--- src/sv/eye_candidate_selector_top_defines.svh ---
// ----------------------------------------------------------------------------
// Eye candidate selector assertion macros
// Shared concurrent check wrappers, clocked on clk_i and gated by rst_ni.
// ----------------------------------------------------------------------------
`ifndef EYE_CANDIDATE_SELECTOR_TOP_DEFINES_SVH
`define EYE_CANDIDATE_SELECTOR_TOP_DEFINES_SVH

// Same-cycle implication check
`define ECS_ASSERT_IMP(label, ante, cons, msg) \
  label: assert property (@(posedge clk_i) disable iff (!rst_ni) (ante) |-> (cons)) \
    else $error(msg);

// Next-cycle implication check
`define ECS_ASSERT_NXT(label, ante, cons, msg) \
  label: assert property (@(posedge clk_i) disable iff (!rst_ni) (ante) |=> (cons)) \
    else $error(msg);

`endif

--- src/sv/ecs_pkg.sv ---
// ----------------------------------------------------------------------------
// Eye candidate selector package
// Configuration register indexes and port constants.
// ----------------------------------------------------------------------------
package ecs_pkg;

  localparam int unsigned CfgIdxW = 3;

  typedef enum logic [CfgIdxW-1:0] {
    CFG_FACE_LEFT   = 3'd0,
    CFG_FACE_TOP    = 3'd1,
    CFG_FACE_WIDTH  = 3'd2,
    CFG_FACE_HEIGHT = 3'd3,
    CFG_RADIUS_MIN  = 3'd4,
    CFG_RADIUS_MAX  = 3'd5
  } cfg_idx_e;

endpackage

--- src/sv/eye_candidate_selector_top.sv ---
// ----------------------------------------------------------------------------
// Eye candidate selector
// Keeps the smallest plausible left and right eye box per frame and reports
// both centres on the frame's last candidate.
// ----------------------------------------------------------------------------
// Path: a tlast request passes the input register, which holds centre, area
//   and keep, then the result register, loaded by the judgement against the
//   per-side best; a stalled result can hold it between the two.
// Throughput: one candidate per cycle; only a stalled result holds the input.
// Reset: asynchronous, active low; clears pipeline valids, per-side best
//   state and configuration (radius_max comes up all ones, the rest zero).
module eye_candidate_selector_top #(
  parameter int unsigned COORD_BITS = 12
) (
  input  logic                    clk_i,
  input  logic                    rst_ni,
  // configuration write port
  input  logic                    cfg_we_i,
  input  logic [ecs_pkg::CfgIdxW-1:0] cfg_idx_i,
  input  logic [COORD_BITS-1:0]   cfg_data_i,
  // candidate stream
  input  logic                    s_axis_tvalid_i,
  output logic                    s_axis_tready_o,
  // box_x, box_y, box_w, box_h (low to high), zero padded to bytes
  input  logic [((4*COORD_BITS+7)/8)*8-1:0] s_axis_tdata_i,
  // side: 0 left eye, 1 right eye
  input  logic                    s_axis_tuser_i,
  input  logic                    s_axis_tlast_i,
  // result stream
  output logic                    m_axis_tvalid_o,
  input  logic                    m_axis_tready_i,
  // left_cx, left_cy, right_cx, right_cy, left_valid, right_valid, eye_count
  // (low to high), zero padded to bytes
  output logic [((4*COORD_BITS+15)/8)*8-1:0] m_axis_tdata_o
);

  import ecs_pkg::*;

  localparam int unsigned CB   = COORD_BITS;
  localparam int unsigned OW   = COORD_BITS + 1;
  localparam int unsigned AW   = 2 * COORD_BITS;
  localparam int unsigned ODW  = ((4*COORD_BITS+15)/8)*8;

  // --------------------------------------------------------------------------
  // Configuration registers
  // --------------------------------------------------------------------------
  logic [CB-1:0] face_left_q, face_top_q, face_width_q, face_height_q;
  logic [CB-1:0] radius_min_q, radius_max_q;

  always_ff @(posedge clk_i or negedge rst_ni) begin
    if (!rst_ni) begin
      face_left_q   <= '0;
      face_top_q    <= '0;
      face_width_q  <= '0;
      face_height_q <= '0;
      radius_min_q  <= '0;
      radius_max_q  <= '1;
    end else if (cfg_we_i) begin
      case (cfg_idx_e'(cfg_idx_i))
        CFG_FACE_LEFT:   face_left_q   <= cfg_data_i;
        CFG_FACE_TOP:    face_top_q    <= cfg_data_i;
        CFG_FACE_WIDTH:  face_width_q  <= cfg_data_i;
        CFG_FACE_HEIGHT: face_height_q <= cfg_data_i;
        CFG_RADIUS_MIN:  radius_min_q  <= cfg_data_i;
        CFG_RADIUS_MAX:  radius_max_q  <= cfg_data_i;
        default: ;  // unused indexes are dropped
      endcase
    end
  end

  // --------------------------------------------------------------------------
  // Input side: box geometry and the window tests, ahead of the input register
  // --------------------------------------------------------------------------
  logic [CB-1:0] in_bx, in_by, in_bw, in_bh;
  logic [OW-1:0] in_cx, in_cy, rad_sum, mid_y, half_x, face_right;
  logic [CB-1:0] radius;
  logic [AW-1:0] in_area;
  logic          in_band, in_radius, in_half, in_keep;

  assign in_bx = s_axis_tdata_i[0*CB +: CB];
  assign in_by = s_axis_tdata_i[1*CB +: CB];
  assign in_bw = s_axis_tdata_i[2*CB +: CB];
  assign in_bh = s_axis_tdata_i[3*CB +: CB];

  always_comb begin
    in_cx      = {1'b0, in_bx} + {2'b00, in_bw[CB-1:1]};
    in_cy      = {1'b0, in_by} + {2'b00, in_bh[CB-1:1]};
    rad_sum    = {1'b0, in_bw} + {1'b0, in_bh};
    radius     = rad_sum[OW-1:1];
    mid_y      = {1'b0, face_top_q} + {2'b00, face_height_q[CB-1:1]};
    half_x     = {1'b0, face_left_q} + {2'b00, face_width_q[CB-1:1]};
    face_right = {1'b0, face_left_q} + {1'b0, face_width_q};
    in_area    = {{CB{1'b0}}, in_bw} * {{CB{1'b0}}, in_bh};
    // upper band of the face: half the mid line down to the mid line
    in_band    = (in_cy <= mid_y) && (in_cy >= {1'b0, mid_y[OW-1:1]});
    in_radius  = (radius >= radius_min_q) && (radius <= radius_max_q);
    if (s_axis_tuser_i) begin
      in_half = (in_cx < face_right) && (in_cx > half_x);
    end else begin
      in_half = (in_cx < half_x) && (in_cx > {1'b0, face_left_q});
    end
    in_keep    = in_band && in_radius && in_half;
  end

  // --------------------------------------------------------------------------
  // Input register
  // --------------------------------------------------------------------------
  logic          s1_valid_q, s1_valid_d;
  logic          s1_side_q, s1_last_q, s1_keep_q;
  logic [OW-1:0] s1_cx_q, s1_cy_q;
  logic [AW-1:0] s1_area_q;

  logic out_valid_q, out_valid_d;
  logic out_free, s1_proc, s_accept, s1_emit;

  // a request without tlast never waits on the result side
  assign out_free        = !out_valid_q || m_axis_tready_i;
  assign s1_proc         = s1_valid_q && (!s1_last_q || out_free);
  assign s1_emit         = s1_proc && s1_last_q;
  assign s_axis_tready_o = !s1_valid_q || s1_proc;
  assign s_accept        = s_axis_tvalid_i && s_axis_tready_o;

  always_comb begin
    s1_valid_d = s1_valid_q;
    if (s_accept) begin
      s1_valid_d = 1'b1;
    end else if (s1_proc) begin
      s1_valid_d = 1'b0;
    end
  end

  always_ff @(posedge clk_i or negedge rst_ni) begin
    if (!rst_ni) begin
      s1_valid_q <= 1'b0;
    end else begin
      s1_valid_q <= s1_valid_d;
    end
  end

  always_ff @(posedge clk_i) begin
    if (s_accept) begin
      s1_side_q <= s_axis_tuser_i;
      s1_last_q <= s_axis_tlast_i;
      s1_keep_q <= in_keep;
      s1_cx_q   <= in_cx;
      s1_cy_q   <= in_cy;
      s1_area_q <= in_area;
    end
  end

  // --------------------------------------------------------------------------
  // Per-side best box; earlier box wins on equal area
  // --------------------------------------------------------------------------
  logic [AW-1:0] left_area_q, left_area_d, right_area_q, right_area_d;
  logic [OW-1:0] left_cx_q, left_cx_d, left_cy_q, left_cy_d;
  logic [OW-1:0] right_cx_q, right_cx_d, right_cy_q, right_cy_d;
  logic          left_seen_q, left_seen_d, right_seen_q, right_seen_d;
  logic          left_take, right_take;

  assign left_take  = s1_proc && s1_keep_q && !s1_side_q &&
                      (!left_seen_q || (s1_area_q < left_area_q));
  assign right_take = s1_proc && s1_keep_q && s1_side_q &&
                      (!right_seen_q || (s1_area_q < right_area_q));

  always_comb begin
    left_area_d  = left_area_q;
    left_cx_d    = left_cx_q;
    left_cy_d    = left_cy_q;
    left_seen_d  = left_seen_q;
    right_area_d = right_area_q;
    right_cx_d   = right_cx_q;
    right_cy_d   = right_cy_q;
    right_seen_d = right_seen_q;
    if (left_take) begin
      left_area_d = s1_area_q;
      left_cx_d   = s1_cx_q;
      left_cy_d   = s1_cy_q;
      left_seen_d = 1'b1;
    end
    if (right_take) begin
      right_area_d = s1_area_q;
      right_cx_d   = s1_cx_q;
      right_cy_d   = s1_cy_q;
      right_seen_d = 1'b1;
    end
  end

  // --------------------------------------------------------------------------
  // Result register
  // --------------------------------------------------------------------------
  logic [OW-1:0] res_lcx_q, res_lcy_q, res_rcx_q, res_rcy_q;
  logic          res_lval_q, res_rval_q;

  always_comb begin
    out_valid_d = out_valid_q;
    if (s1_emit) begin
      out_valid_d = 1'b1;
    end else if (m_axis_tready_i) begin
      out_valid_d = 1'b0;
    end
  end

  always_ff @(posedge clk_i or negedge rst_ni) begin
    if (!rst_ni) begin
      out_valid_q  <= 1'b0;
      left_area_q  <= '1;
      left_cx_q    <= '0;
      left_cy_q    <= '0;
      left_seen_q  <= 1'b0;
      right_area_q <= '1;
      right_cx_q   <= '0;
      right_cy_q   <= '0;
      right_seen_q <= 1'b0;
    end else begin
      out_valid_q <= out_valid_d;
      if (s1_emit) begin
        // frame closed: back to the empty state
        left_area_q  <= '1;
        left_cx_q    <= '0;
        left_cy_q    <= '0;
        left_seen_q  <= 1'b0;
        right_area_q <= '1;
        right_cx_q   <= '0;
        right_cy_q   <= '0;
        right_seen_q <= 1'b0;
      end else begin
        left_area_q  <= left_area_d;
        left_cx_q    <= left_cx_d;
        left_cy_q    <= left_cy_d;
        left_seen_q  <= left_seen_d;
        right_area_q <= right_area_d;
        right_cx_q   <= right_cx_d;
        right_cy_q   <= right_cy_d;
        right_seen_q <= right_seen_d;
      end
    end
  end

  // centres of an empty side are already zero from the cleared state
  always_ff @(posedge clk_i) begin
    if (s1_emit) begin
      res_lcx_q  <= left_cx_d;
      res_lcy_q  <= left_cy_d;
      res_rcx_q  <= right_cx_d;
      res_rcy_q  <= right_cy_d;
      res_lval_q <= left_seen_d;
      res_rval_q <= right_seen_d;
    end
  end

  logic [1:0] res_count;
  assign res_count = {1'b0, res_lval_q} + {1'b0, res_rval_q};

  assign m_axis_tvalid_o = out_valid_q;
  assign m_axis_tdata_o  = ODW'({res_count, res_rval_q, res_lval_q,
                                 res_rcy_q, res_rcx_q, res_lcy_q, res_lcx_q});

  // --------------------------------------------------------------------------
  // Assertions
  // --------------------------------------------------------------------------
`include "eye_candidate_selector_top_defines.svh"

  `ECS_ASSERT_NXT(a_clear_after_last, s1_emit, !left_seen_q && !right_seen_q, "state not cleared after last")
  `ECS_ASSERT_NXT(a_left_area_mono, left_seen_q && !s1_emit, left_area_q <= $past(left_area_q), "left best area grew")
  `ECS_ASSERT_IMP(a_left_zero_centre, out_valid_q && !res_lval_q, res_lcx_q == '0 && res_lcy_q == '0, "empty left side has centre")
  `ECS_ASSERT_IMP(a_no_emit_on_stall, s1_valid_q && s1_last_q && out_valid_q && !m_axis_tready_i, !s1_proc, "result overwritten while stalled")

endmodule
--- config.mk ---
export PLATFORM = sky130hd
export DESIGN_NAME = eye_candidate_selector_top
export DESIGN_NICKNAME = d
export VERILOG_FILES = /design/src/sv/ecs_pkg.sv /design/src/sv/eye_candidate_selector_top.sv
export VERILOG_INCLUDE_DIRS = /design/src /design/src/sv
export SDC_FILE = /design/constraint.sdc
export NUM_CORES = 1
export LEC_CHECK = 0
export BUFFER_PORTS_ARGS = -buffer_cell sky130_fd_sc_hd__buf_2
export CAP_MARGIN = 30
export CORE_ASPECT_RATIO = 1.5
export CORE_UTILIZATION = 35
export CTS_BUF_LIST = sky130_fd_sc_hd__clkbuf_8
export DETAILED_ROUTE_END_ITERATION = 6
export PLACE_DENSITY = 0.58
export SYNTH_ARGS = -nofsm -noshare
export SYNTH_HDL_FRONTEND = slang
export SYNTH_SLANG_ARGS = --single-unit
export TNS_END_PERCENT = 5
--- constraint.sdc ---
create_clock -name clk_i -period 7.3 [get_ports clk_i]
set_input_delay 0.365 -clock clk_i [delete_from_list [all_inputs] [get_ports clk_i]]
set_output_delay 0.365 -clock clk_i [all_outputs]
set_load 0.05 [all_outputs]
After elaboration in Yosys (flattened, before gate mapping)
Index checks and enable logic that the tools add are counted.
{ "totals": {"ff_bits": 283, "inputBits": 70, "out_inout_bits": 58, "word_cells": 108} }
{ "op_classes": {"add_sub_neg": 7, "multipliers": 1, "order_cmp": 10, "eq_ne": 5, "n_mux": 21, "reduce_logical": 36} }
{ "ops": {"columns": ["op", "n"], "rows": [
  ["2-to-1 mux 13 bit", 8],
  ["2-to-1 mux 24 bit", 4],
  ["adder 12 x 11 -> 13 bit", 4],
  ["less-than comparator 24 bit", 2],
  ["adder 12 x 12 -> 13 bit", 2],
  ["less-than comparator 13 bit", 2],
  ["multiplier 12 x 12 -> 24 bit", 1],
  ["logical AND 1 bit", 14],
  [">= comparator 13 x 12 -> 1 bit", 1],
  ["> comparator 13 x 12 -> 1 bit", 1],
  ["> comparator 13 bit", 1],
  ["<= comparator 13 bit", 1],
  [">= comparator 12 bit", 1],
  ["<= comparator 12 bit", 1],
  ["AND reduction 2 bit", 6],
  ["2-to-1 mux 1 bit", 9],
  ["nonzero test 2 bit", 4],
  ["equality test 3 x 2 -> 1 bit (second input constant)", 2],
  ["equality test 3 bit (second input constant)", 2],
  ["logical NOT 1 bit", 6],
  ["logical OR 1 bit", 5],
  ["equality test 3 x 1 -> 1 bit (second input constant)", 1],
  ["logical NOT 3 bit", 1],
  ["adder 1 x 1 -> 2 bit", 1]
]} }

Depth between registers and ports, before layout
{ "logic_depth": {"depth_word": 9, "ltp_mapped": 22} }

Worst setup path after synthesis
Ideal clock, no wire load.
{ "synth_path": {"path_kind": "input -> register", "from": "input port s_axis_tdata_i[47]", "to": "register s1_area_q[23], data pin", "setup_time_ns": 0.258, "arrival_time_ns": 5.058, "slack_ns": 1.985, "path_stages": 20, "cell_sequence": "clkbuf_1 -> nand2_1 -> fa_1 -> fa_1 -> inv_1 -> fa_1 -> fa_1 -> inv_1 -> fa_1 -> inv_1 -> ha_1 -> a21oi_1 -> nand2_1 -> nor2_1 -> a21oi_1 -> a41oi_1 -> a21oi_1 -> a41o_1 -> o21ba_2 -> xnor2_1"} }
{ "synth_between": {"elab_chain_cells": 1} }
{ "synth_rtl": {"columns": ["element", "line", "text"], "rows": [
  ["from (decl)", "eye_candidate_selector_top.sv:25", "input logic [((4*COORD_BITS+7)/8)*8-1:0] s_axis_tdata_i,"],
  ["multiplier 12 x 12 -> 24 bit", "eye_candidate_selector_top.sv:93", "in_area = {{CB{1'b0}}, in_bw} * {{CB{1'b0}}, in_bh};"],
  ["named net in_area[23]", "eye_candidate_selector_top.sv:77", "logic [AW-1:0] in_area;"],
  ["to (signal assigned)", "eye_candidate_selector_top.sv:147", "s1_area_q <= in_area;"],
  ["to (decl)", "eye_candidate_selector_top.sv:111", "logic [AW-1:0] s1_area_q;"]
]} }
The timed path passes the listed nets, and every way through them passes these cells.
A chain may end at the register's enable or synchronous reset.

Worst setup path after layout
{ "layout_path": {"from": "register face_top_q[0]", "to": "register s1_keep_q, data pin"} }
{ "layout_between": {"elab_chain_cells": 5} }
{ "layout_rtl": {"columns": ["element", "line", "text"], "rows": [
  ["from (decl)", "eye_candidate_selector_top.sv:47", "logic [CB-1:0] face_left_q, face_top_q, face_width_q, face_height_q;"],
  ["from (signal assigned)", "eye_candidate_selector_top.sv:61", "CFG_FACE_TOP: face_top_q <= cfg_data_i;"],
  ["adder 12 x 11 -> 13 bit *", "eye_candidate_selector_top.sv:90", "mid_y = {1'b0, face_top_q} + {2'b00, face_height_q[CB-1:1]};"],
  ["<= comparator 13 bit / >= comparator 13 x 12 -> 1 bit (equally long branches)", "eye_candidate_selector_top.sv:95", "in_band = (in_cy <= mid_y) && (in_cy >= {1'b0, mid_y[OW-1:1]});"],
  ["logical AND 1 bit *", "eye_candidate_selector_top.sv:95", null],
  ["logical AND 1 bit * (2 in a row)", "eye_candidate_selector_top.sv:102", "in_keep = in_band && in_radius && in_half;"],
  ["named net in_keep", "eye_candidate_selector_top.sv:78", "logic in_band, in_radius, in_half, in_keep;"],
  ["to (signal assigned)", "eye_candidate_selector_top.sv:144", "s1_keep_q <= in_keep;"],
  ["to (decl)", "eye_candidate_selector_top.sv:109", "logic s1_side_q, s1_last_q, s1_keep_q;"]
]} }
The timed path passes the listed nets; every way through them passes the cells marked *.

==> results.rst <==
.. list-table::
   :header-rows: 1

   * - Metric
     - Value
   * - Number of placed cells counting well taps
     - 2829
   * - Core area
     - 59100 um^2
   * - GRT Residual Overflow
     - 0
   * - Overall power
     - 7.58 mW
   * - Crit end category
     - register
   * - Sum of negative setup slack
     - 0 ps
   * - Post-route non-filler standard cell count
     - 2936
   * - Synthesized area per cell
     - 10.6 um^2
   * - Layout-stage area growth over the synthesis result
     - 12.4%
   * - Max Fanout on Critical Path
     - 6
   * - Total number of vias
     - 14.8k
   * - Crit path required time
     - 7620 ps
   * - Count of unresolved DRC violations after routing
     - 0
   * - Detailed-route wire length
     - 53500 um
   * - Total CTS buffers
     - 49
   * - IO Port Bufs
     - 127
   * - Average wire per standard cell
     - 18.2 um
   * - First-pass GRT wire length
     - 85800 um
   * - Post-Syn Instances
     - 1980
   * - Power density over cell area
     - 322 nW/um^2
   * - Outcome
     - complete, but fails checks
   * - Kind of path behind the tightest hold check
     - in2reg
   * - Commonest non-fill, non-tap cell in the layout
     - sky130_fd_sc_hd__ha_1
   * - Most used DFF post-synth
     - sky130_fd_sc_hd__dfrtp_1
   * - Number of gates given a new drive strength after cts
     - 0
   * - Clock-pin slew reported for the worst setup and hold paths after clock tree synthesis
     - 70 ps
   * - Global router's overall resource usage
     - 0.180
   * - Clock tree from TritonCTS
     - done
   * - Util after Layout
     - 0.399
   * - HPWL after DPL
     - 41500 um
   * - Maximum number of pins on one net before global-route repair
     - 86
   * - Part of the cycle the worst path needs
     - 0.702
   * - Max-slew violation count
     - 0
   * - Static Leak
     - 11.7 nW
   * - Clock latency of the later-clocked register in the worst-skew pair
     - 660 ps
   * - Die X-Extent
     - 202 um
   * - Startpoint type of the worst setup path
     - register
   * - Worst clock skew on the final layout
     - 51.0 ps
   * - Actual slew at the worst max-slew pin
     - 928 ps
   * - Async set-reset flop share out of synthesis
     - 0.621
   * - Cell area after synthesis
     - 20900 um^2
   * - Maximum frequency from static timing analysis
     - 195 MHz
   * - # IOs
     - 128
   * - Number of failing hold endpoints at the final stage
     - 0
   * - Failing checks
     - antenna violations
   * - Post-CTS Hold Buffers
     - 5
   * - Clock period minus worst slack
     - 5120 ps
   * - Total number of clock tree sinks
     - 282
   * - Share of the yosys chip area belonging to registers
     - 0.366
   * - Die Y
     - 302 um
   * - Number of distinct library cell variants in the gate-level netlist after synthesis
     - 73
   * - Number of synthesized flops with an enable pin
     - 107
   * - Warning count from the yosys run
     - 0
   * - Peak supply drop
     - 0.216 mV
   * - Fraction of layout instances using a drive strength above 1
     - 0.190
   * - Number of synthesized register bits
     - 282
   * - Most frequent cells in the layout
     - 262 x sky130_fd_sc_hd__ha_1, 257 x sky130_fd_sc_hd__inv_1, 190 x sky130_fd_sc_hd__nand2_1
   * - Total Nets Final
     - 2547
   * - Via count of the first global-routing pass
     - 15.9k
   * - Rel. slew slack
     - 0.377
   * - Via-per-instance ratio
     - 5.03
   * - Number of max-capacitance violations reported
     - 0
   * - Last weighted congestion value of the routability-driven placer
     - 0.860
   * - Data arrival time of the critical path
     - 5440 ps
   * - Clock root cell
     - sky130_fd_sc_hd__clkbuf_8
   * - Crit path kind
     - reg2reg
   * - Final setup vio count
     - 0
   * - Maximum clock path buffer count
     - 3
   * - Initial Utilization
     - 0.355
   * - Smallest hold slack
     - 72.2 ps
   * - Antenna violations before repair
     - 11
   * - Net count after synthesis
     - 2418
   * - Number of DRC markers in iteration 0
     - 455
   * - Number of H-tree levels
     - 2
   * - First drt pass iteration count
     - 5
   * - Unrepaired setup endpoints after global routing
     - false
   * - Post-CTS setup buffer count
     - 0
   * - Count of nets left with antenna violations after detail routing
     - 1
   * - Die Footprint
     - 60800 um^2
   * - Number of core rows
     - 109
final cells by class:
class                   instances  area, um^2
diodes                          9        22.5
inverters                     247         928
flip-flops and latches        282        7670
multi-input cells            1382       12000
repair buffers                147         825
clock buffers                  49         674
clock inverters                43         420
well taps                     777         972
fillers                      5779       35500
flip-flops by register name, indices dropped and copies added (netlist names), 11 cells and up:
signal,cells
res_rcy_q,13
radius_max_q,12
face_left_q,12
right_cy_q,13
left_area_q,24
right_cx_q,13
s1_cy_q,13
res_lcx_q,13
res_rcx_q,13
left_cy_q,13
radius_min_q,12
face_height_q,11
right_area_q,24
res_lcy_q,13
s1_cx_q,13
s1_area_q,24
left_cx_q,13
face_width_q,12
face_top_q,12
path summary, 6_finish.rpt:
kind                       depth (start not counted)               to             from  slack, ps
max in group asynchronous                          3   left_area_q[0]           rst_ni       5670
max reg2reg                                       17        s1_keep_q    face_top_q[0]       2180
min in group asynchronous                          2  face_width_q[8]           rst_ni        340
min reg2reg                                        2  right_area_q[4]  right_area_q[4]        490
max                                               17        s1_keep_q    face_top_q[0]       2180
min                                                3   face_left_q[8]    cfg_data_i[8]         70
metal layers:
metal | routed length, um | share of wire | vias up | track usage
met3 | 2150 | 0.040 | 98 | 0.0307
met4 | 1900 | 0.036 | 8 | 0.0714
met2 | 27800 | 0.52 | 301 | 0.332
li1 | - | - | 7086 | -
met1 | 21700 | 0.40 | 7265 | 0.204
met5 | 41 | 0.00077 | - | 0
metrics by stage:
stage | worst slack, ps | area, um^2
2_1_floorplan | 1980 | 20900
3_3_place_gp | 1560 | 22300
3_5_place_dp | 1520 | 22300
4_1_cts | 2260 | 23500
5_1_grt | 1950 | 23500
6_report | 2180 | 23500
power breakdown:
part	switching, mW	total (mW)	internal (mW)	leakage (nW)
Clock	0.726	1.65	0.924	0.582
Sequential	0.203	2.30	2.10	3.14
Combinational	2.03	3.63	1.60	7.93
logic make-up (layout without fill, tap and decap cells):
| family | Yosys count | count (layout) | share of synthesized area |
|---|---|---|---|
| AOI/OAI and AO/OA | 349 | 349 | 0.109 |
| xor gates and xnor gates | 78 | 78 | 0.0326 |
| adders and majority gates | 368 | 368 | 0.258 |
| buffers and inverters | 316 | 486 | 0.0610 |
| DFF | 282 | 282 | 0.366 |
| muxes | 100 | 100 | 0.0530 |
| other | 0 | 9 | 0 |
| and+or+nand+nor | 487 | 487 | 0.120 |
cells in the mapped netlist, types with 18 or more instances:
| cell | count | area, um^2 |
|---|---|---|
| sky130_fd_sc_hd__nand4_1 | 18 | 113 |
| sky130_fd_sc_hd__xnor2_1 | 57 | 499 |
| sky130_fd_sc_hd__inv_1 | 246 | 923 |
| sky130_fd_sc_hd__nand2_1 | 190 | 713 |
| sky130_fd_sc_hd__a21oi_1 | 103 | 515 |
| sky130_fd_sc_hd__mux2i_1 | 25 | 250 |
| sky130_fd_sc_hd__a21o_1 | 55 | 413 |
| sky130_fd_sc_hd__clkbuf_1 | 44 | 165 |
| sky130_fd_sc_hd__dfstp_2 | 60 | 1580 |
| sky130_fd_sc_hd__edfxtp_1 | 107 | 3210 |
| sky130_fd_sc_hd__nor2b_1 | 19 | 119 |
| sky130_fd_sc_hd__and2_1 | 83 | 519 |
| sky130_fd_sc_hd__fa_1 | 106 | 2120 |
| sky130_fd_sc_hd__a31oi_1 | 27 | 169 |
| sky130_fd_sc_hd__nand3_2 | 19 | 190 |
| sky130_fd_sc_hd__xor2_1 | 21 | 184 |
| sky130_fd_sc_hd__o21bai_1 | 20 | 150 |
| sky130_fd_sc_hd__mux2_2 | 71 | 800 |
| sky130_fd_sc_hd__nor4_1 | 20 | 125 |
| sky130_fd_sc_hd__nand3_1 | 35 | 175 |
| sky130_fd_sc_hd__nor2_1 | 46 | 173 |
| sky130_fd_sc_hd__o21ai_0 | 57 | 285 |
| sky130_fd_sc_hd__o21ai_2 | 21 | 184 |
| sky130_fd_sc_hd__dfrtp_1 | 115 | 2880 |
| sky130_fd_sc_hd__ha_1 | 262 | 3280 |
worst max-delay path, stage by stage (launching register included):
cell and delay, ps:
sky130_fd_sc_hd__dfrtp_1 380, sky130_fd_sc_hd__ha_1 220, sky130_fd_sc_hd__fa_1 400, sky130_fd_sc_hd__a21o_1 170, sky130_fd_sc_hd__a21oi_1 220, sky130_fd_sc_hd__o21bai_1 100, sky130_fd_sc_hd__a21oi_1 230, sky130_fd_sc_hd__o21bai_1 90
sky130_fd_sc_hd__a21oi_1 230, sky130_fd_sc_hd__o21bai_1 110, sky130_fd_sc_hd__a21oi_1 180, sky130_fd_sc_hd__xor2_1 210, sky130_fd_sc_hd__ha_1 280, sky130_fd_sc_hd__a21o_1 180, sky130_fd_sc_hd__a21o_1 180, sky130_fd_sc_hd__a221oi_1 480
sky130_fd_sc_hd__o221ai_1 320, sky130_fd_sc_hd__a211oi_1 830
No activity file was read; power rests on OpenSTA's default activity.
